### config.mk
export PLATFORM = sky130hd
export DESIGN_NAME = ptrn_mac
export DESIGN_NICKNAME = d
export VERILOG_FILES = /design/src/rtl/core/ptrn_pkg.sv /design/src/rtl/core/ptrn_mac.sv
export SDC_FILE = /design/constraint.sdc
export NUM_CORES = 1
export LEC_CHECK = 0
export BUFFER_PORTS_ARGS = -buffer_cell sky130_fd_sc_hd__buf_4
export CAP_MARGIN = 20
export CORE_MARGIN = 2
export CORE_UTILIZATION = 65
export CTS_BUF_LIST = sky130_fd_sc_hd__clkbuf_8
export DETAILED_ROUTE_END_ITERATION = 12
export PLACE_DENSITY = 0.95
export SYNTH_ARGS = -nofsm -noshare
export SYNTH_HDL_FRONTEND = slang
export SYNTH_SLANG_ARGS = --single-unit
### constraint.sdc
create_clock -name clock -period 18.1 [get_ports clock]
set_input_delay 3.62 -clock clock [delete_from_list [all_inputs] [get_ports clock]]
set_output_delay 3.62 -clock clock [all_outputs]
set_load 0.1 [all_outputs]
### src/rtl/core/ptrn_pkg.sv
// Shared types, widths and helpers for the perceptron trainer.
// Used by ptrn_cell, ptrn_mac and perceptron_trainer; depends on nothing.
package ptrn_pkg;

   localparam int FEATURE_W            = 16;
   localparam int WEIGHT_W             = 24;
   localparam int PROD_W               = WEIGHT_W + FEATURE_W;
   localparam int SCORE_W              = 48;
   localparam int CFG_W                = 7;
   localparam int LEN_MAX_W            = 11;   // holds a ring length up to 1024
   localparam int DEFAULT_MAX_FEATURES = 64;
   localparam logic [CFG_W-1:0] CFG_RESET = 7'd64;

   // One ring slot: weight and the feature buffered for it in the current row
   typedef struct packed {
      logic signed [WEIGHT_W-1:0]  weight;
      logic signed [FEATURE_W-1:0] feature;
   } pair_type;

   // Control broadcast to every cell of the ring
   typedef struct packed {
      logic                 shift;
      logic [LEN_MAX_W-1:0] len;
   } ring_ctrl_type;

   typedef enum logic [2:0] {
      ST_RUN,      // taking features
      ST_SUM,      // last product is being accumulated
      ST_EMIT,     // score final, waiting for the result slot
      ST_UPDATE,   // correcting weights, one per cycle
      ST_ALIGN     // rotating a partial row back to position zero
   } state_type;

   // Weight plus or minus feature, saturated to the weight range
   function automatic logic signed [WEIGHT_W-1:0] sat_update(
         input logic signed [WEIGHT_W-1:0]  weight,
         input logic signed [FEATURE_W-1:0] feature,
         input logic                        add);
      logic signed [WEIGHT_W:0] wide;
      logic signed [WEIGHT_W:0] fext;
      fext = (WEIGHT_W + 1)'(feature);
      wide = add ? (WEIGHT_W + 1)'(weight) + fext : (WEIGHT_W + 1)'(weight) - fext;
      if (wide[WEIGHT_W] != wide[WEIGHT_W-1]) begin
         sat_update = wide[WEIGHT_W] ? {1'b1, {(WEIGHT_W-1){1'b0}}}
                                     : {1'b0, {(WEIGHT_W-1){1'b1}}};
      end else begin
         sat_update = wide[WEIGHT_W-1:0];
      end
   endfunction

endpackage

### src/rtl/core/ptrn_mac.sv
// Multiply-accumulate unit: registered weight x feature, then saturating add.
// Depends on ptrn_pkg for widths.
module ptrn_mac (
   input  logic                                       clock,
   input  logic                                       reset,
   input  logic                                       start,
   input  logic                                       clear,
   input  logic signed [ptrn_pkg::WEIGHT_W-1:0]       weight,
   input  logic signed [ptrn_pkg::FEATURE_W-1:0]      feature,
   output logic signed [ptrn_pkg::SCORE_W-1:0]        acc,
   output logic                                       busy
);
   import ptrn_pkg::*;

   logic signed [PROD_W-1:0]  prod_ff;
   logic                      prod_vld_ff;
   logic signed [SCORE_W-1:0] acc_ff;
   logic signed [SCORE_W-1:0] acc_in;
   logic signed [SCORE_W:0]   sum;

   // product stage
   always_ff @(posedge clock) begin
      if (start) begin
         prod_ff <= weight * feature;
      end
   end

   always_ff @(posedge clock) begin
      if (reset) begin
         prod_vld_ff <= 1'b0;
      end else begin
         prod_vld_ff <= start;
      end
   end

   // saturating accumulate
   always_comb begin
      sum    = (SCORE_W + 1)'(acc_ff) + (SCORE_W + 1)'(prod_ff);
      acc_in = acc_ff;
      if (clear) begin
         acc_in = '0;
      end else if (prod_vld_ff) begin
         if (sum[SCORE_W] != sum[SCORE_W-1]) begin
            acc_in = sum[SCORE_W] ? {1'b1, {(SCORE_W-1){1'b0}}}
                                  : {1'b0, {(SCORE_W-1){1'b1}}};
         end else begin
            acc_in = sum[SCORE_W-1:0];
         end
      end
   end

   always_ff @(posedge clock) begin
      if (reset) begin
         acc_ff <= '0;
      end else begin
         acc_ff <= acc_in;
      end
   end

   assign acc  = acc_ff;
   assign busy = prod_vld_ff;

endmodule

# Word level (Yosys, flattened, before mapping)
# Cells that the tools add are included.
# Widths: inputs -> output; s select.
[word_totals]
word_cells = 9
out_inout_bits = 49
in_bits = 44
reg_bits = 89
[classes]
n_reduce_logical = 1
add_sub_neg = 1
n_eq_ne = 1
n_mux = 2
n_mul = 1
[ops]
columns = ["operator", "n"]
rows = [
  ["$mux 48", 2],
  ["$add 48x40->49", 1],
  ["$mul 24x16->40", 1],
  ["$reduce_or 2->1", 1],
  ["$ne 1x1->1", 1],
]

# Longest topological paths before layout
# Gate-level depths: netlist of the first run.
[logic_depth]
ltp_word = 3
mapped_depth = 25

# Worst setup path after synthesis of the first run
# OpenSTA, ideal clock, no wires.
[synth_path]
kind = "input-to-reg"
start = "input port weight[14] (netlist name)"
end = "register prod_ff[39], data pin"
arrival_ns = 9.187
n_path_buf = 1
path_stages = 23
required_ns = 17.842
setup_slack_ns = 8.656
path_cell_list = "clkbuf_1 -> nand2_1 -> fa_1 -> inv_1 -> fa_1 -> inv_1 -> fa_1 -> inv_1 -> fa_1 -> fa_1 -> inv_1 -> fa_1 -> inv_1 -> ha_1 -> inv_1 -> or3_1 -> o31ai_1 -> and3_1 -> o21ai_0 -> a21oi_1 -> nand3_1 -> a211o_1 -> xnor2_1"
[synth_between]
elab_chain_len = 1
[synth_rtl]
columns = ["item", "line_no", "text"]
rows = [
  ["start, declared", "ptrn_mac.sv:8", "input logic signed [ptrn_pkg::WEIGHT_W-1:0] weight,"],
  ["$mul 24x16->40", "ptrn_mac.sv:24", "prod_ff <= weight * feature;"],
  ["end signal, assigned", "ptrn_mac.sv:24", ""],
  ["end, declared", "ptrn_mac.sv:15", "logic signed [PROD_W-1:0] prod_ff;"],
]
# Every way passes these cells.
# A chain may end at the register's enable or synchronous reset.

# Worst setup path in the final report of the first run
[layout_path]
start = "input port feature[15] (netlist name)"
end = "register prod_ff[39], data pin"
[layout_between]
elab_chain_len = 1
[layout_rtl]
columns = ["item", "line_no", "text"]
rows = [
  ["start, declared", "ptrn_mac.sv:9", "input logic signed [ptrn_pkg::FEATURE_W-1:0] feature,"],
  ["$mul 24x16->40", "ptrn_mac.sv:24", ""],
]
# Every way passes these cells.

==> results by group, run 1 <==
Run status
  – Outcome: finished, final reports clean

STA
  – Hold Violations, Final: 0
  – Period utilization: 0.557
  – Period minus WS final: 10.09 ns
  – Fin Setup TNS: 0 ns
  – Final Setup Violations: 0
  – Max-slew violations: 0
  – Clk_skew: approximately 0.018 ns
  – RSZ-0062 raised after global routing: false
  – Slew @ Worst Pin: 0.782 ns
  – Maximum clock rate: slightly below 0.1 GHz
  – Final WS setup: approximately 8 ns
  – Slew margin rel.: 0.478

Critical path
  – Largest delay share family, worst path: adder cells
  – Crit Path Max Fanout: 20
  – CP cell instances: buf_4 > inv_1 > nor2_1 > fa_1 > fa_1 > fa_1 > fa_1 > fa_1 > inv_1 > fa_1 > inv_1 > ha_1 > inv_1 > or3_1 > o31ai_1 > and3_1 > o21ai_0 > a21oi_1 > nand3_1 > a211o_1 > xnor2_1
  – CP peak stage delay: approximately 0.57 ns
  – Crit path kind: in -> reg
  – Max stage delay cell, worst path: inv_1
  – Worst Setup End Kind: flop
  – Critical path arrival: 10.21 ns
  – Cell mode on critical path: fa_1
  – Data required time of the worst path: 18.22 ns
  – CP startpoint kind: primary input
  – Crit path buffers/inverters: 5

Yosys
  – Synth area leaders: fa_1 (38%), ha_1 (9.3%), inv_1 (8.8%)
  – FF+latch count, synth: 89
  – Seq/Total Area, Yosys: 0.111
  – Mapped Cells: between 2000 and 2500
  – Yosys warnings: 0
  – Synth top area share: 0.381
  – Post-synthesis net count: 2808
  – Netlist Area Pre-Place: 19700 um2
  – Ys async rst share: 0
  – Post-synth EDFFs: 40
  – Ys flop type: dfxtp_1
  – Synth Area per Inst: 8.79 um2
  – Yosys top cell by area: fa_1
  – Distinct cells, synth: 62

Global routing
  – Pin count of the biggest net entering global routing: 58
  – GRT overflow: 0
  – Antenna violations before repair: 0
  – Vias in the first global route: between 15000 and 20000
  – GRT Overall Usage: 0.331
  – First-pass GRT wire length: just over 80000 um

Clock tree
  – PostCTS Resize Cnt: 0
  – CTS buffer count: 9
  – Clock root buffer: clkbuf_8
  – Clk pin slew, worst setup/hold paths: 0.10 ns
  – Sink Count: 89
  – Hold buffer count at cts: 0
  – H-Tree Depth: 3
  – Post-CTS Setup Inserts: 0
  – Maximum clock path buffer count: 2
  – CTS tree: yes
  – Skew-Pair Late Insertion Delay: 0.38 ns

Detailed routing
  – Routed len/inst: 19.3 um
  – Post-DRT Antenna Nets: 0
  – DRC violation total after the first TritonRoute iteration: 1326
  – Drt pass-1 iters: 6
  – DRC errors left: 0
  – Vias/cell: roughly 6.0
  – Vias: between 15000 and 20000
  – Detailed-route wire length: 51100 um

Place
  – Place WS: just under 8 ns
  – Post-DP HPWL: 41000 um
  – Placed cell areas: 20500 um2
  – Final RePlAce weighted congestion: 0.969
  – PortBufs: a little over 90

Final layout
  – Antenna cells: 0
  – Nets@finish: 2822
  – Most frequent cells in the layout: inv_1 (460), fa_1 (375), nand2_1 (300), and2_1 (159), ha_1 (146)
  – Commonest non-fill, non-tap cell in the layout: inv_1
  – Fillers: 2148
  – Util after Layout: 0.695
  – Fin area: 20700 um2
  – Layout area overhead: 5.02%
  – Layout cells sized above 1: 0.0588

Die
  – Starting density of the core: 0.662
  – Row cnt: 63
  – Die X: 178 um
  – Total core area: 29800 um2
  – Die height: 178 um
  – IO Count: 93
  – Total Die Area: 31800 um2

Min path
  – Worst hold path class: reg -> reg

Job
  – Max cap viols: 0
[flip-flops by register name, indices dropped and copies added (netlist names)]
register  flops
prod_ff      40
acc          48
busy          1
[metrics by stage]
step	instances	hold slack (ns)
2_1_floorplan	2243	0.644
6_report	2652	0.558
3_5_place_dp	2636	0.547
4_1_cts	2652	0.564
3_3_place_gp	2636	0.534
5_1_grt	2652	0.583
[layout make-up]
type	instances	area [um2]	share of cell area
Clock buffer	9	124	0.00598
Clock inverter	7	72.6	0.00350
Inverter	460	1730	0.0833
Multi-Input combinational cell	1602	15400	0.744
Sequential cell	89	2180	0.105
Tap cell	390	488	0.0236
Timing Repair Buffer	95	713	0.0344
[cell families (layout without fill, tap and decap cells)]
group           Yosys count  in the layout  share of synthesized area
mux                       1              1                   0.000507
flops                    89             89                      0.111
fa+ha+maj               523            523                      0.474
xor+xnor                 85             85                     0.0377
simple gates            625            625                      0.151
compound gates          368            368                      0.118
buf+inv                 552            571                      0.108
[Yosys cell counts, types with 3 or more instances]
master / n
a21oi_2: 9
a311o_1: 3
a211o_1: 5
nand3b_1: 3
a211oi_1: 4
inv_1: 460
nand4_1: 14
o21bai_1: 12
and2_1: 159
buf_6: 6
and3_1: 13
dfxtp_1: 49
a31oi_1: 12
nor2b_1: 8
nor3_1: 12
nand2b_1: 11
nand3_1: 24
nor2_1: 61
a21boi_0: 4
o21a_1: 11
a21o_1: 56
edfxtp_1: 40
xnor2_1: 55
ha_1: 146
fa_1: 375
o21ai_2: 3
or3_1: 6
buf_2: 8
o21ai_0: 87
o211ai_1: 6
clkbuf_1: 74
nor4_1: 6
nand2_1: 300
or2_2: 3
xor2_1: 30
a21oi_1: 126
o31ai_1: 5
[layer usage]
metal	GRT usage	wire length (um)	vias up
met1	0.423	19500	7677
met3	0.0618	4730	225
met4	0.140	2350	0
li1	-	-	6990
met2	0.556	24400	917
met5	0	0	-
[final timing paths]
path / startpoint / endpoint / slack [ns] / cells after the start
max: feature[15] / prod_ff[39] / 8.01 / 21
min: acc[34] / acc[34] / 0.56 / 2
max reg2reg: prod_ff[0] / acc[28] / 13.92 / 14
min reg2reg: acc[34] / acc[34] / 0.56 / 2
[tightest hold or removal path, cell delays in order (launching register included)]
cell     delay, ns
dfxtp_1       0.34
o21ai_0       0.14
a21oi_1       0.04
Power of run 1 is left out: the tool's default activity adds up to more than one toggle a clock period on the data nets, which glitch-free logic cannot reach.
==> inputs of run 2 (changes only) <==
==> constraint.sdc (replaced) <==
create_clock -name clock -period 9.85 [get_ports clock]
set_input_delay 1.97 -clock clock [delete_from_list [all_inputs] [get_ports clock]]
set_output_delay 1.97 -clock clock [all_outputs]
set_load 0.1 [all_outputs]
==> run 2 against run 1 <==
Global-route usage is 0.51 points higher. Non-clock buffer count stayed put. Routed wire length is 1.1% higher. Largest cell class unchanged. Critical path depth is 1 higher. Worst hold slack better by 0.0053 ns. Sequential share of layout area hardly changed. Die area stayed put. Cell area hardly changed.
==> results by group, run 2 (synthesis gave the netlist of run 1 again) <==
Final layout
  – Max reg flops: 48
  – Commonest non-fill, non-tap cell in the layout: inv_1
  – Layout cells sized above 1: 0.0592
  – Antenna cells: 0
  – Nets@finish: 2822
  – Layout area overhead: 4.92%
  – Most frequent cells in the layout: inv_1 (461), fa_1 (375), nand2_1 (300), and2_1 (159), ha_1 (146)

STA
  – RSZ-0062 raised after global routing: false
  – Max-slew violations: 0
  – Slew margin rel.: 0.498
  – Slew @ Worst Pin: around 0.75 ns
  – Hold Violations, Final: 0
  – Fin Setup TNS: 0 ns
  – Final WS setup: 1.50 ns
  – Period minus WS final: roughly 8.3 ns
  – Hold_ws: roughly 0.56 ns
  – Final Setup Violations: 0
  – Clk_skew: 0.0192 ns
  – Period utilization: 0.847
  – Maximum clock rate: 0.120 GHz

Place
  – Final RePlAce weighted congestion: 0.968
  – Post-DP HPWL: 41400 um
  – Place WS: 1.29 ns
  – PortBufs: 92

Run status
  – Outcome: finished, final reports clean

Critical path
  – Largest delay share family, worst path: adder cells
  – Max stage delay cell, worst path: fa_1
  – Cell mode on critical path: fa_1
  – CP cell instances: buf_4 > nand2_1 > fa_1 > fa_1 > fa_1 > inv_1 > fa_1 > fa_1 > inv_1 > fa_1 > inv_1 > ha_1 > nand2_1 > a21o_1 > a2bb2oi_1 > a31oi_1 > nor4_1 > o221a_2 > a31oi_1 > o21ai_0 > a21oi_1 > xnor2_1
  – Critical path arrival: around 8.5 ns
  – Origin of the worst setup path: feature[1]
  – Worst r2r src: prod_ff[0]
  – CP startpoint kind: primary input
  – Data required time of the worst path: 9.98 ns
  – CP peak stage delay: approximately 0.55 ns
  – Worst Setup End Kind: flop
  – Crit path buffers/inverters: 4
  – Crit path kind: in -> reg
  – Crit Path Max Fanout: 24

Detailed routing
  – Detailed-route wire length: 51600 um
  – Vias/cell: 6.02
  – Drt pass-1 iters: 6
  – Routed len/inst: 19.5 um
  – DRC violation total after the first TritonRoute iteration: 1470
  – DRC errors left: 0
  – Vias: approximately 16000
  – Post-DRT Antenna Nets: 0

Die
  – Die X: approximately 180 um
  – IO Count: 93
  – Row cnt: 63
  – Total Die Area: 31800 um2
  – Starting density of the core: 0.662
  – Die height: 178 um
  – Total core area: 29800 um2

Clock tree
  – H-Tree Depth: 3
  – PostCTS Resize Cnt: 0
  – Hold buffer count at cts: 0
  – CTS buffer count: 9
  – Clock root buffer: clkbuf_8
  – CTS tree: yes
  – Post-CTS Setup Inserts: 0
  – Skew-Pair Late Insertion Delay: 0.38 ns
  – Sink Count: 89
  – Maximum clock path buffer count: 2
  – Clk pin slew, worst setup/hold paths: 0.09 ns

Global routing
  – Vias in the first global route: 16989
  – GRT overflow: 0
  – Pin count of the biggest net entering global routing: 58
  – First-pass GRT wire length: between 80000 and 90000 um
  – Antenna violations before repair: 0
  – GRT Overall Usage: 0.336

Min path
  – Beginning of the worst hold path: acc[34]
  – Worst hold path class: reg -> reg

Job
  – Max cap viols: 0
==> run 2: per-layer routing <==
metal,share of wire,global-route usage,up-vias
li1,-,-,6989
met1,0.38,0.426,7791
met2,0.48,0.562,938
met3,0.098,0.0703,249
met4,0.047,0.144,0
met5,0,0,-
==> run 2: layout make-up <==
cell class	instances	area (um2)
fill	2181	9100
clock buffer	9	124
clock inverter	7	53.8
inverter	460	1730
timing repair buffer	95	713
tap	390	488
sequential	89	2180
multi-input combinational	1602	15400
==> run 2: worst reg2reg max path, stage by stage, from the launching register on <==
cell and delay [ns]:
edfxtp_1 0.41, ha_1 0.20, inv_1 0.06, fa_1 0.39
nor2b_1 0.16, o211ai_1 0.14, a21boi_1 0.22, o21ai_0 0.20
a31oi_2 0.40, o2111ai_1 0.21, a21oi_1 0.37, or3_1 0.47
buf_4 0.43, o2111ai_1 0.20, a21oi_1 0.19
==> run 2: final timing paths <==
path | end | slack (ns) | depth (start not counted)
hold reg to reg | acc[34] | 0.56 | 2
setup reg to reg | acc[28] | 5.71 | 14
hold / removal | acc[34] | 0.56 | 2
setup / recovery | prod_ff[38] | 1.50 | 22
==> run 2: per-stage QoR <==
step / util / cell area [um2] / std cells
4_1_cts: 0.695 / 20700 / 2652
2_1_floorplan: - / 19700 / 2243
3_3_place_gp: 0.689 / 20500 / 2636
6_report: 0.695 / 20700 / 2652
5_1_grt: 0.695 / 20700 / 2652
3_5_place_dp: 0.689 / 20500 / 2636
Power of run 2 is left out for the same reason.
