`src/rtl/core/ptrn_pkg.sv`:
```
// Shared types, widths and helpers for the perceptron trainer.
// Used by ptrn_cell, ptrn_mac and perceptron_trainer; depends on nothing.
package ptrn_pkg;

   localparam int FEATURE_W            = 16;
   localparam int WEIGHT_W             = 24;
   localparam int PROD_W               = WEIGHT_W + FEATURE_W;
   localparam int SCORE_W              = 48;
   localparam int CFG_W                = 7;
   localparam int LEN_MAX_W            = 11;   // holds a ring length up to 1024
   localparam int DEFAULT_MAX_FEATURES = 64;
   localparam logic [CFG_W-1:0] CFG_RESET = 7'd64;

   // One ring slot: weight and the feature buffered for it in the current row
   typedef struct packed {
      logic signed [WEIGHT_W-1:0]  weight;
      logic signed [FEATURE_W-1:0] feature;
   } pair_type;

   // Control broadcast to every cell of the ring
   typedef struct packed {
      logic                 shift;
      logic [LEN_MAX_W-1:0] len;
   } ring_ctrl_type;

   typedef enum logic [2:0] {
      ST_RUN,      // taking features
      ST_SUM,      // last product is being accumulated
      ST_EMIT,     // score final, waiting for the result slot
      ST_UPDATE,   // correcting weights, one per cycle
      ST_ALIGN     // rotating a partial row back to position zero
   } state_type;

   // Weight plus or minus feature, saturated to the weight range
   function automatic logic signed [WEIGHT_W-1:0] sat_update(
         input logic signed [WEIGHT_W-1:0]  weight,
         input logic signed [FEATURE_W-1:0] feature,
         input logic                        add);
      logic signed [WEIGHT_W:0] wide;
      logic signed [WEIGHT_W:0] fext;
      fext = (WEIGHT_W + 1)'(feature);
      wide = add ? (WEIGHT_W + 1)'(weight) + fext : (WEIGHT_W + 1)'(weight) - fext;
      if (wide[WEIGHT_W] != wide[WEIGHT_W-1]) begin
         sat_update = wide[WEIGHT_W] ? {1'b1, {(WEIGHT_W-1){1'b0}}}
                                     : {1'b0, {(WEIGHT_W-1){1'b1}}};
      end else begin
         sat_update = wide[WEIGHT_W-1:0];
      end
   endfunction

endpackage

```
`src/rtl/core/ptrn_cell.sv`:
```
// One slot of the weight ring: holds a weight and its buffered feature.
// Depends on ptrn_pkg for pair_type and ring_ctrl_type.
module ptrn_cell #(
   parameter int INDEX = 0
) (
   input  logic                   clock,
   input  logic                   reset,
   input  ptrn_pkg::ring_ctrl_type ctrl,
   input  ptrn_pkg::pair_type     next_pair,   // from the neighbor above
   input  ptrn_pkg::pair_type     wrap_pair,   // from the head, when this is the tail
   output ptrn_pkg::pair_type     pair
);
   import ptrn_pkg::*;

   logic                        active;
   logic                        is_tail;
   pair_type                    pair_in;
   logic signed [WEIGHT_W-1:0]  weight_ff;
   logic signed [FEATURE_W-1:0] feature_ff;

   // place of this cell relative to the current ring length
   assign active  = ctrl.len > LEN_MAX_W'(INDEX);
   assign is_tail = ctrl.len == LEN_MAX_W'(INDEX + 1);
   assign pair_in = is_tail ? wrap_pair : next_pair;

   // weights reset to zero
   always_ff @(posedge clock) begin
      if (reset) begin
         weight_ff <= '0;
      end else if (ctrl.shift && active) begin
         weight_ff <= pair_in.weight;
      end
   end

   // feature buffer, no reset
   always_ff @(posedge clock) begin
      if (ctrl.shift && active) begin
         feature_ff <= pair_in.feature;
      end
   end

   assign pair.weight  = weight_ff;
   assign pair.feature = feature_ff;

endmodule

```
`config.mk`:
```
export PLATFORM = sky130hd
export DESIGN_NAME = ptrn_cell
export DESIGN_NICKNAME = d
export VERILOG_FILES = /design/src/rtl/core/ptrn_pkg.sv /design/src/rtl/core/ptrn_cell.sv
export SDC_FILE = /design/constraint.sdc
export NUM_CORES = 1
export LEC_CHECK = 0
export ABC_AREA = 1
export BUFFER_PORTS_ARGS = -buffer_cell sky130_fd_sc_hd__buf_2
export CORE_ASPECT_RATIO = 1.2
export CORE_MARGIN = 5
export CORE_UTILIZATION = 43
export CTS_CLUSTER_SIZE = 16
export DETAILED_ROUTE_END_ITERATION = 6
export GPL_ROUTABILITY_DRIVEN = 0
export PLACE_DENSITY = 0.8
export SKIP_LAST_GASP = 1
export SLEW_MARGIN = 20
export SYNTH_ARGS = -nofsm -noshare
export SYNTH_HDL_FRONTEND = slang
export SYNTH_SLANG_ARGS = --single-unit
export TNS_END_PERCENT = 100
```
`constraint.sdc`:
```
create_clock -name clock -period 2 [get_ports clock]
set_input_delay 0.4 -clock clock [delete_from_list [all_inputs] [get_ports clock]]
set_output_delay 0.4 -clock clock [all_outputs]
set_load 0.02 [all_outputs]
```
# Word-level counts from Yosys, hierarchy flattened
# Cells that the tools add are included.
word_totals:
  regBits: 40
  input_bits: 94
  out_inout_bits: 40
  elab_cells: 6
op_classes:
  magnitude_cmp: 1
  eq_ne: 1
  muxes: 1
  reduce_logical: 1
ops:
  columns: ["op", "n"]
  rows:
  - ["$mux W40", 1]
  - ["$eq A11 B1 Y1 const B", 1]
  - ["$gt A11 B1 Y1 const B", 1]
  - ["$logic_and A1 B1 Y1", 1]

# Depth between registers and ports, before layout
# Gate-level depths: netlist of the first run.
logic_depth:
  depth_word: 2
  mapped_depth: 9

# Worst setup path after synthesis of the first run
# No wires, ideal clock.
synth_timing:
  kind: "input port to flip-flop"
  startpoint: "input ctrl[9] (netlist name)"
  endpoint: "register feature_ff[10], data pin"
  setup_ps: 253
  arrival_ps: 1238
  slack_ps: 509
  stages: 7
  path_cell_list: "nor2_1 nand2_1 nor2_4 nand2_4 clkbuf_1 nand2_1 nand2_1"
synth_rtl:
  columns: ["element", "line_no", "text"]
  rows:
  - ["start, declared", "ptrn_cell.sv:8", "input ptrn_pkg::ring_ctrl_type ctrl,"]
  - ["end signal, assigned", "ptrn_cell.sv:38", "feature_ff <= pair_in.feature;"]
  - ["end, declared", "ptrn_cell.sv:19", "logic signed [FEATURE_W-1:0] feature_ff;"]

# Final worst setup path of the first run
layout_timing:
  startpoint: "input ctrl[9] (netlist name)"
  endpoint: "register weight_ff[21]"
layout_between:
  elab_chain_len: 2
  word_cells_on_any_way: 4
  cone_classes: "1 x order compare; 1 x eq/ne; 1 x mux; 1 x reduce/logical"
layout_lines:
  columns: ["element", "line_no", "text"]
  rows:
  - ["$gt A11 B1 Y1 / $eq A11 B1 Y1 (equally long branches)", "ptrn_cell.sv:22, ptrn_cell.sv:23", null]
  - ["$logic_and A1 B1 Y1 / $mux W40 (equally long branches)", "ptrn_cell.sv:30, ptrn_cell.sv:24", null]
  - ["end signal, assigned", "ptrn_cell.sv:31", "weight_ff <= pair_in.weight;"]
  - ["end, declared", "ptrn_cell.sv:18", "logic signed [WEIGHT_W-1:0] weight_ff;"]
# Several ways; a longest one is shown, not always the timed one.
# A chain may end at the register's enable or synchronous reset.

==> results.py, run 1 <==
metrics = {
    "global_route": {
        "grt_util_all_layers_pct": 17.1,
        "grt_first_pass_wirelength_um": 8760,
        "grt_max_degree": 65,
        "antenna_found_initial": 0,
        "grt_pass1_vias": 2159,
        "grt.overflow.total": 0,
    },
    "yosys": {
        "synth.area.top_cells": "nand2_1 (23%), dfxtp_1 (22%), edfxtp_1 (22%), nor2_1 (13%), inv_1 (8.9%)",
        "synthTopCellsByCount": "nand2_1 (132), nor2_1 (77), inv_1 (52)",
        "yosys_warnings": 0,
        "synth.distinct_cells": 16,
        "ys_ff_latch": 40,
        "syn_inst": 337,
        "syn-num-nets": 431,
        "yosysTopAreaCell": "nand2_1",
        "synth_top_cell_area_share_pct": 22.6,
        "async_flop_share_pct": 0,
        "ys.flop_type": "dfxtp_1",
        "yosysMostFrequentCell": "nand2_1",
        "synth_area_um2": 2190,
        "synth_seq_area_share_pct": 43.9,
        "synth-edff-count": 16,
        "synth_area_per_cell_um2": 6.49,
    },
    "placed_design": {
        "portBuffers": 133,
        "dp_hpwl_um": 4210,
        "place_ws_ns": 0.245,
        "dp.cells": 520,
        "placed_cell_area_um2": 2870,
    },
    "die": {
        "start_util_pct": 44.3,
        "fp-row-count": 28,
        "dieArea_um2": 6620,
        "core_area_um2": 4940,
        "pin_count": 134,
        "dieHeight_um": 88.1,
        "die_w_um": 75.1,
    },
    "clock_network": {
        "clkLatencyLatePin_ns": 0.28,
        "cts_tree": "built",
        "cts.sinks": 40,
        "cts_resized": 0,
        "numCtsBuffers": 5,
        "cts.clk_slew.worst_paths_ns": 0.08,
        "root_buffer": "clkbuf_8",
        "cts_hold_buf": 0,
        "post_cts_buffers": 0,
        "cts_max_level": 2,
        "ctsLongestPathBuffers": 2,
    },
    "drt": {
        "viasPerCell": 4.37,
        "drt_pass1_iterations": 4,
        "via_count": 2308,
        "drc": 0,
        "post_drt_wl_per_cell_um": 10.5,
        "drtIter0Drc": 87,
        "totalWireLength_um": 5520,
        "drtAntennaViolNets": 0,
    },
    "final_layout": {
        "area_growth_pct": 36.3,
        "drive_gt1_share_pct": 32.1,
        "fin_area_um2": 2980,
        "diodes": 0,
        "fin_nets": 561,
        "fin_util_pct": 60.4,
        "fin_cells": 528,
    },
    "timing": {
        "finalSetupTns_ns": 0,
        "fin_crit_ns": 1.46,
        "worst_pin_slew_ns": 0.601,
        "relSlewSlack_pct": 59.9,
        "fin_crit_sh_pct": 73.2,
        "finClkSkew_ns": 0,
        "finalSetupViolations": 0,
        "drv_slew": 0,
        "layout_setup_ws_ns": 0.536,
        "rsz0062_at_grt": "false",
        "max_freq_mhz": 683,
        "hold_viol": 0,
    },
    "outcome": {
        "status": "complete, no violations",
    },
    "power": {
        "ir_worst_vdd_mv": 0.363,
        "p_leak_nw": 1.84,
        "power.density_nw_per_um2": 658,
    },
    "setup_path": {
        "worstPathArrival_ns": 1.64,
        "critPathLaunchType": "primary input",
        "path_max_fanout": 64,
        "crit_required_ns": 2.18,
        "end_kind": "flop",
        "path_class": "primary input to flop",
    },
    "flow_run": {
        "maxCapViolCount": 0,
    },
    "worst_hold_path": {
        "hp-class": "primary input to flop",
    },
}
logic make-up after synthesis:
kind of cell / count (synthesis) / synth area share [%]
buffers and inverters: 66 / 13.8
AND/OR/NAND/NOR: 230 / 41.9
flip-flops: 40 / 43.9
AO/OA/AOI/OAI: 1 / 0.400
flip-flops by register name, indices dropped and copies added (netlist names):
name	cells
feature_ff	16
weight_ff	24
power by group:
group	internal [mW]	total [mW]	switching [mW]
registers	0.910	0.933	0.0233
logic	0.162	0.385	0.223
clock network	0.369	0.645	0.276
total	1.44	1.96	0.522
stage by stage:
stage | hold slack (ns) | power (mW)
2_1_floorplan | 0.579 | 1.16
3_3_place_gp | 0.502 | 1.33
3_5_place_dp | 0.502 | 1.34
4_1_cts | 0.365 | 1.99
5_1_grt | 0.375 | 2.07
6_report | 0.375 | 1.96
cells in the final DEF, fill, tap and decap left out, drive strengths merged:
cell        n
bufinv      1
nor2       78
inv        52
clkinv      1
clkinvlp    1
buf       137
nand2     134
and2        1
nor3        1
nand3      16
clkbuf      5
a21oi       1
dfxtp      24
edfxtp     16
per-layer routing:
metal	vias up	global-route usage [%]	share of wire, %
met5	-	0	0
met4	0	9.39	2.2
met3	11	2.30	7.0
met2	82	32.9	55
met1	973	17.1	36
li1	1242	-	-
critical path, cell delays in order:
cell	delay [ns]
buf_2	0.10
nor2_1	0.09
nand2_1	0.09
nor2_4	0.19
nand2_4	0.36
nand2_1	0.17
nand2_1	0.07
nor2_1	0.11
nor2_1	0.05
layout make-up:
cell class,instances,area (um2)
Clock buffer,5,68.8
Clock inverter,3,42.5
Fill cell,471,1960
Inverter,52,195
Multi-Input combinational cell,231,932
Sequential cell,40,961
Tap cell,60,75.1
Timing Repair Buffer,137,708
final timing paths:
kind / start / end / slack (ns) / cells past startpoint
max: ctrl[9] / weight_ff[21] / 0.54 / 9
min: next_pair[6] / feature_ff[6] / 0.37 / 3
max reg2reg: weight_ff[9] / weight_ff[9] / 1.34 / 4
min reg2reg: weight_ff[11] / weight_ff[11] / 0.51 / 4
Power figures use the tool's default switching activity.
==> run 2: changes to the inputs <==
--- a/config.mk
+++ b/config.mk
@@ -9,11 +9,11 @@
 export BUFFER_PORTS_ARGS = -buffer_cell sky130_fd_sc_hd__buf_2
 export CORE_ASPECT_RATIO = 1.2
 export CORE_MARGIN = 5
-export CORE_UTILIZATION = 43
+export CORE_UTILIZATION = 39
 export CTS_CLUSTER_SIZE = 16
 export DETAILED_ROUTE_END_ITERATION = 6
 export GPL_ROUTABILITY_DRIVEN = 0
-export PLACE_DENSITY = 0.8
+export PLACE_DENSITY = 0.77
 export SKIP_LAST_GASP = 1
 export SLEW_MARGIN = 20
 export SYNTH_ARGS = -nofsm -noshare
==> constraint.sdc (replaced) <==
create_clock -name clock -period 1.2 [get_ports clock]
set_input_delay 0.24 -clock clock [delete_from_list [all_inputs] [get_ports clock]]
set_output_delay 0.24 -clock clock [all_outputs]
set_load 0.02 [all_outputs]
==> results.py, run 2 (synthesis results as in run 1) <==
metrics = {
    "setup_path": {
        "cp-startpoint": "feature_ff[5]",
        "worstPathArrival_ns": 0.83,
        "worstPathCellList": "buf_2",
        "cpMaxStageDelayCell": "edfxtp_1",
        "r2r_setup_slack_ns": 0.55,
        "path_depth": 1,
        "crit_buf_inv": 1,
        "path_max_fanout": 1,
        "end_kind": "primary output",
        "endpoint": "pair[5]",
        "path_class": "flop to primary output",
        "worst_path_dominant_cell_family": "flip-flops",
        "reg2reg_to": "weight_ff[5]",
        "crit_required_ns": 0.96,
        "rr_worst_depth": 4,
        "critPathLaunchType": "flop",
        "reg2reg_from": "weight_ff[5]",
        "cp_slowest_stage_delay_ns": 0.38,
    },
    "timing": {
        "drv_slew": 0,
        "hold_viol": 0,
        "relSlewSlack_pct": 87.2,
        "layout_setup_ws_ns": 0.131,
        "rsz0062_at_grt": "false",
        "fin_crit_ns": 1.07,
        "max_freq_mhz": 936,
        "finClkSkew_ns": 0,
        "finalSetupViolations": 0,
        "fin_crit_sh_pct": 89.1,
        "worst_pin_slew_ns": 0.192,
        "holdWs_ns": 0.221,
    },
    "power": {
        "power.density_nw_per_um2": 1030,
        "p_leak_nw": 1.91,
        "ir_worst_vdd_mv": 0.503,
    },
    "flow_run": {
        "maxCapViolCount": 0,
    },
    "drt": {
        "totalWireLength_um": 5580,
        "drc": 0,
        "post_drt_wl_per_cell_um": 10.3,
        "viasPerCell": 4.27,
        "drtAntennaViolNets": 0,
        "via_count": 2302,
        "drt_pass1_iterations": 4,
        "drtIter0Drc": 78,
    },
    "die": {
        "core_area_um2": 5560,
        "dieArea_um2": 7220,
        "fp-row-count": 30,
        "die_w_um": 78.4,
        "pin_count": 134,
        "dieHeight_um": 92.1,
        "start_util_pct": 39.4,
    },
    "clock_network": {
        "cts_resized": 0,
        "clkLatencyLatePin_ns": 0.28,
        "cts.sinks": 40,
        "cts_tree": "built",
        "ctsLongestPathBuffers": 2,
        "post_cts_buffers": 0,
        "cts_hold_buf": 0,
        "cts_max_level": 2,
        "numCtsBuffers": 5,
        "root_buffer": "clkbuf_8",
        "cts.clk_slew.worst_paths_ns": 0.07,
    },
    "outcome": {
        "status": "complete, no violations",
    },
    "global_route": {
        "grt_util_all_layers_pct": 15.8,
        "grt_max_degree": 43,
        "antenna_found_initial": 0,
        "grt_pass1_vias": 2211,
        "grt_first_pass_wirelength_um": 9260,
        "grt.overflow.total": 0,
    },
    "final_layout": {
        "final_common_cell": "buf_2",
        "diodes": 0,
        "fin_util_pct": 56.3,
        "fin_nets": 568,
        "mostFrequentLayoutCells": "buf_2 (133), nand2_1 (130), nor2_1 (75)",
        "fin_area_um2": 3130,
        "area_growth_pct": 42.9,
        "drive_gt1_share_pct": 33.9,
        "largest_reg_flops": 24,
        "largestRegisters": "weight_ff: 24 flops, feature_ff: 16 flops",
        "largest_register": "weight_ff",
    },
    "placed_design": {
        "placed_cell_area_um2": 3020,
        "portBuffers": 133,
        "dp_hpwl_um": 4440,
        "place_ws_ns": -0.171,
    },
    "worst_hold_path": {
        "hp-class": "primary input to flop",
    },
}
==> run 2: report_power, final <==
part           internal [mW]  leakage, nW  switching, mW
clock network          0.541       0.0563          0.453
registers               1.52        0.356         0.0367
logic                  0.297         1.49          0.386
==> run 2: through the flow <==
step | TNS, ns | std cells | total power, mW
after detailed placement | -7.48 | 531 | 2.28
after global placement | -5.93 | 531 | 2.26
after global routing | 0 | 539 | 3.44
final | 0 | 539 | 3.23
after CTS | 0 | 539 | 3.29
after floorplan | -1.15 | 337 | 1.95
==> run 2: final cells by class <==
class	instances	area [um2]
fillers	558	2430
flip-flops and latches	40	961
multi-input cells	231	952
repair buffers	144	836
inverters	52	195
clock buffers	7	98.8
well taps	64	80.1
clock inverters	1	5.00
==> run 2: worst min-delay path by stage <==
stage,startpoint,endpoint,slack [ns],depth (start not counted)
floorplan,next_pair[10],feature_ff[10],0.41,2
global placement,weight_ff[17],weight_ff[17],0.50,4
detailed placement,weight_ff[1],weight_ff[1],0.51,4
CTS,next_pair[1],feature_ff[1],0.21,3
global route,next_pair[13],feature_ff[13],0.21,3
finish,next_pair[10],feature_ff[10],0.22,3
==> run 2: routing by layer <==
layer / track usage [%] / up-vias / part of all wire (%)
li1: - / 1255 / -
met1: 17.3 / 952 / 41
met2: 28.8 / 88 / 49
met3: 5.40 / 7 / 9.1
met4: 4.23 / 0 / 1.2
met5: 0 / - / 0
==> run 3: changes to the inputs <==
--- a/config.mk
+++ b/config.mk
@@ -6,14 +6,15 @@
 export NUM_CORES = 1
 export LEC_CHECK = 0
 export ABC_AREA = 1
-export BUFFER_PORTS_ARGS = -buffer_cell sky130_fd_sc_hd__buf_2
+export BUFFER_PORTS_ARGS = -buffer_cell sky130_fd_sc_hd__buf_4
 export CORE_ASPECT_RATIO = 1.2
 export CORE_MARGIN = 5
-export CORE_UTILIZATION = 39
+export CORE_UTILIZATION = 40
+export CTS_BUF_LIST = sky130_fd_sc_hd__clkbuf_4 sky130_fd_sc_hd__clkbuf_8
 export CTS_CLUSTER_SIZE = 16
 export DETAILED_ROUTE_END_ITERATION = 6
 export GPL_ROUTABILITY_DRIVEN = 0
-export PLACE_DENSITY = 0.77
+export PLACE_DENSITY = 0.84
 export SKIP_LAST_GASP = 1
 export SLEW_MARGIN = 20
 export SYNTH_ARGS = -nofsm -noshare
==> results.py, run 3 (synthesis results as in run 1) <==
metrics = {
    "outcome": {
        "status": "complete, no violations",
    },
    "drt": {
        "post_drt_wl_per_cell_um": 11.2,
        "via_count": 2345,
        "totalWireLength_um": 6030,
        "drc": 0,
        "drtAntennaViolNets": 0,
        "viasPerCell": 4.38,
        "drt_pass1_iterations": 4,
        "drtIter0Drc": 98,
    },
    "final_layout": {
        "largest_register": "weight_ff",
        "diodes": 0,
        "fillers": 455,
        "largestRegisters": "weight_ff: 24 flops, feature_ff: 16 flops",
        "area_growth_pct": 57.5,
        "final_common_cell": "buf_4",
        "fin_area_um2": 3450,
        "drive_gt1_share_pct": 33.8,
        "fin_util_pct": 65.0,
        "mostFrequentLayoutCells": "buf_4 (137), nand2_1 (130), nor2_1 (75)",
        "largest_reg_flops": 24,
        "fin_nets": 567,
    },
    "setup_path": {
        "worstPathArrival_ns": 0.85,
        "r2r_setup_slack_ns": 0.54,
        "path_class": "flop to primary output",
        "path_max_fanout": 1,
        "worst_path_dominant_cell_family": "flip-flops",
        "crit_required_ns": 0.96,
        "worstPathCellList": "buf_4",
        "end_kind": "primary output",
        "crit_buf_inv": 1,
        "cpMaxStageDelayCell": "edfxtp_1",
        "critPathLaunchType": "flop",
        "cp_slowest_stage_delay_ns": 0.39,
    },
    "die": {
        "core_area_um2": 5300,
        "dieHeight_um": 91.0,
        "dieArea_um2": 7060,
        "start_util_pct": 41.3,
        "fp-row-count": 29,
        "die_w_um": 77.5,
        "pin_count": 134,
    },
    "clock_network": {
        "cts.clk_slew.worst_paths_ns": 0.08,
        "root_buffer": "clkbuf_8",
        "cts.sinks": 40,
        "cts_tree": "built",
        "cts_hold_buf": 0,
        "post_cts_buffers": 0,
        "cts_max_level": 2,
        "cts_resized": 0,
        "numCtsBuffers": 5,
        "ctsLongestPathBuffers": 2,
        "clkLatencyLatePin_ns": 0.28,
    },
    "global_route": {
        "grt_max_degree": 37,
        "grtUsageMet1_pct": 16.7,
        "antenna_found_initial": 0,
        "grt_pass1_vias": 2231,
        "grt.overflow.total": 0,
        "grtUsageMet2_pct": 30.4,
        "grt_util_all_layers_pct": 16.3,
        "grt_first_pass_wirelength_um": 9550,
        "grt_util_met3_pct": 6.34,
        "grt-busiest-layer": "met2",
    },
    "timing": {
        "max_freq_mhz": 913,
        "worst_pin_slew_ns": 0.200,
        "holdWs_ns": 0.208,
        "drv_slew": 0,
        "fin_crit_sh_pct": 91.2,
        "finClkSkew_ns": 0,
        "finalSetupViolations": 0,
        "layout_setup_ws_ns": 0.105,
        "rsz0062_at_grt": "false",
        "relSlewSlack_pct": 86.6,
        "hold_viol": 0,
        "fin_crit_ns": 1.09,
    },
    "placed_design": {
        "placed_cell_area_um2": 3330,
        "place_ws_ns": -0.158,
        "dp_hpwl_um": 4850,
        "portBuffers": 133,
    },
    "power": {
        "power.density_nw_per_um2": 1010,
        "p_leak_nw": 2.00,
        "p_total_mw": 3.47,
        "ir_worst_vdd_mv": 0.561,
    },
    "worst_hold_path": {
        "hp-class": "primary input to flop",
    },
    "flow_run": {
        "maxCapViolCount": 0,
    },
}
==> run 3: changes by cell type in the layout (fill, tap and decap cells not counted) <==
cell and delta:
clkbuf_2 -1, buf_2 -133, buf_4 +133, buf_12 -1
bufinv_16 +1, clkbuf_16 -1, clkbuf_4 +1
==> run 3: metal layers <==
layer  routed length (um)  vias to the layer above
met2                 3040                      101
li1                     -                     1252
met4                   71                        0
met5                    0                        -
met3                  609                        7
met1                 2310                      985
==> run 3: per-stage QoR <==
stage / setup TNS (ns) / std cells
finish: 0 / 536
global route: 0 / 536
CTS: 0 / 536
detailed placement: -6.77 / 528
global placement: -4.91 / 528
floorplan: -1.15 / 337
==> run 3: path summary, 6_finish.rpt <==
check | cells after the start | end | start
min reg2reg | 4 | weight_ff[17] | weight_ff[17]
min | 3 | feature_ff[11] | next_pair[11]
max | 1 | pair[4] | feature_ff[4]
max reg2reg | 4 | weight_ff[22] | weight_ff[22]
==> run 3: power breakdown <==
| group | total [mW] | internal, mW | switching (mW) |
|---|---|---|---|
| registers | 1.56 | 1.52 | 0.0422 |
| logic | 0.818 | 0.429 | 0.389 |
| clock network | 1.10 | 0.640 | 0.456 |
==> run 3: final cells by class <==
type / instances / area, um2 / share of cell area [%]
sequential: 40 / 961 / 27.9
inverter: 52 / 195 / 5.66
clock inverter: 2 / 35.0 / 1.02
clock buffer: 6 / 76.3 / 2.21
timing repair buffer: 143 / 1150 / 33.3
tap: 62 / 77.6 / 2.25
multi-input combinational: 231 / 952 / 27.6
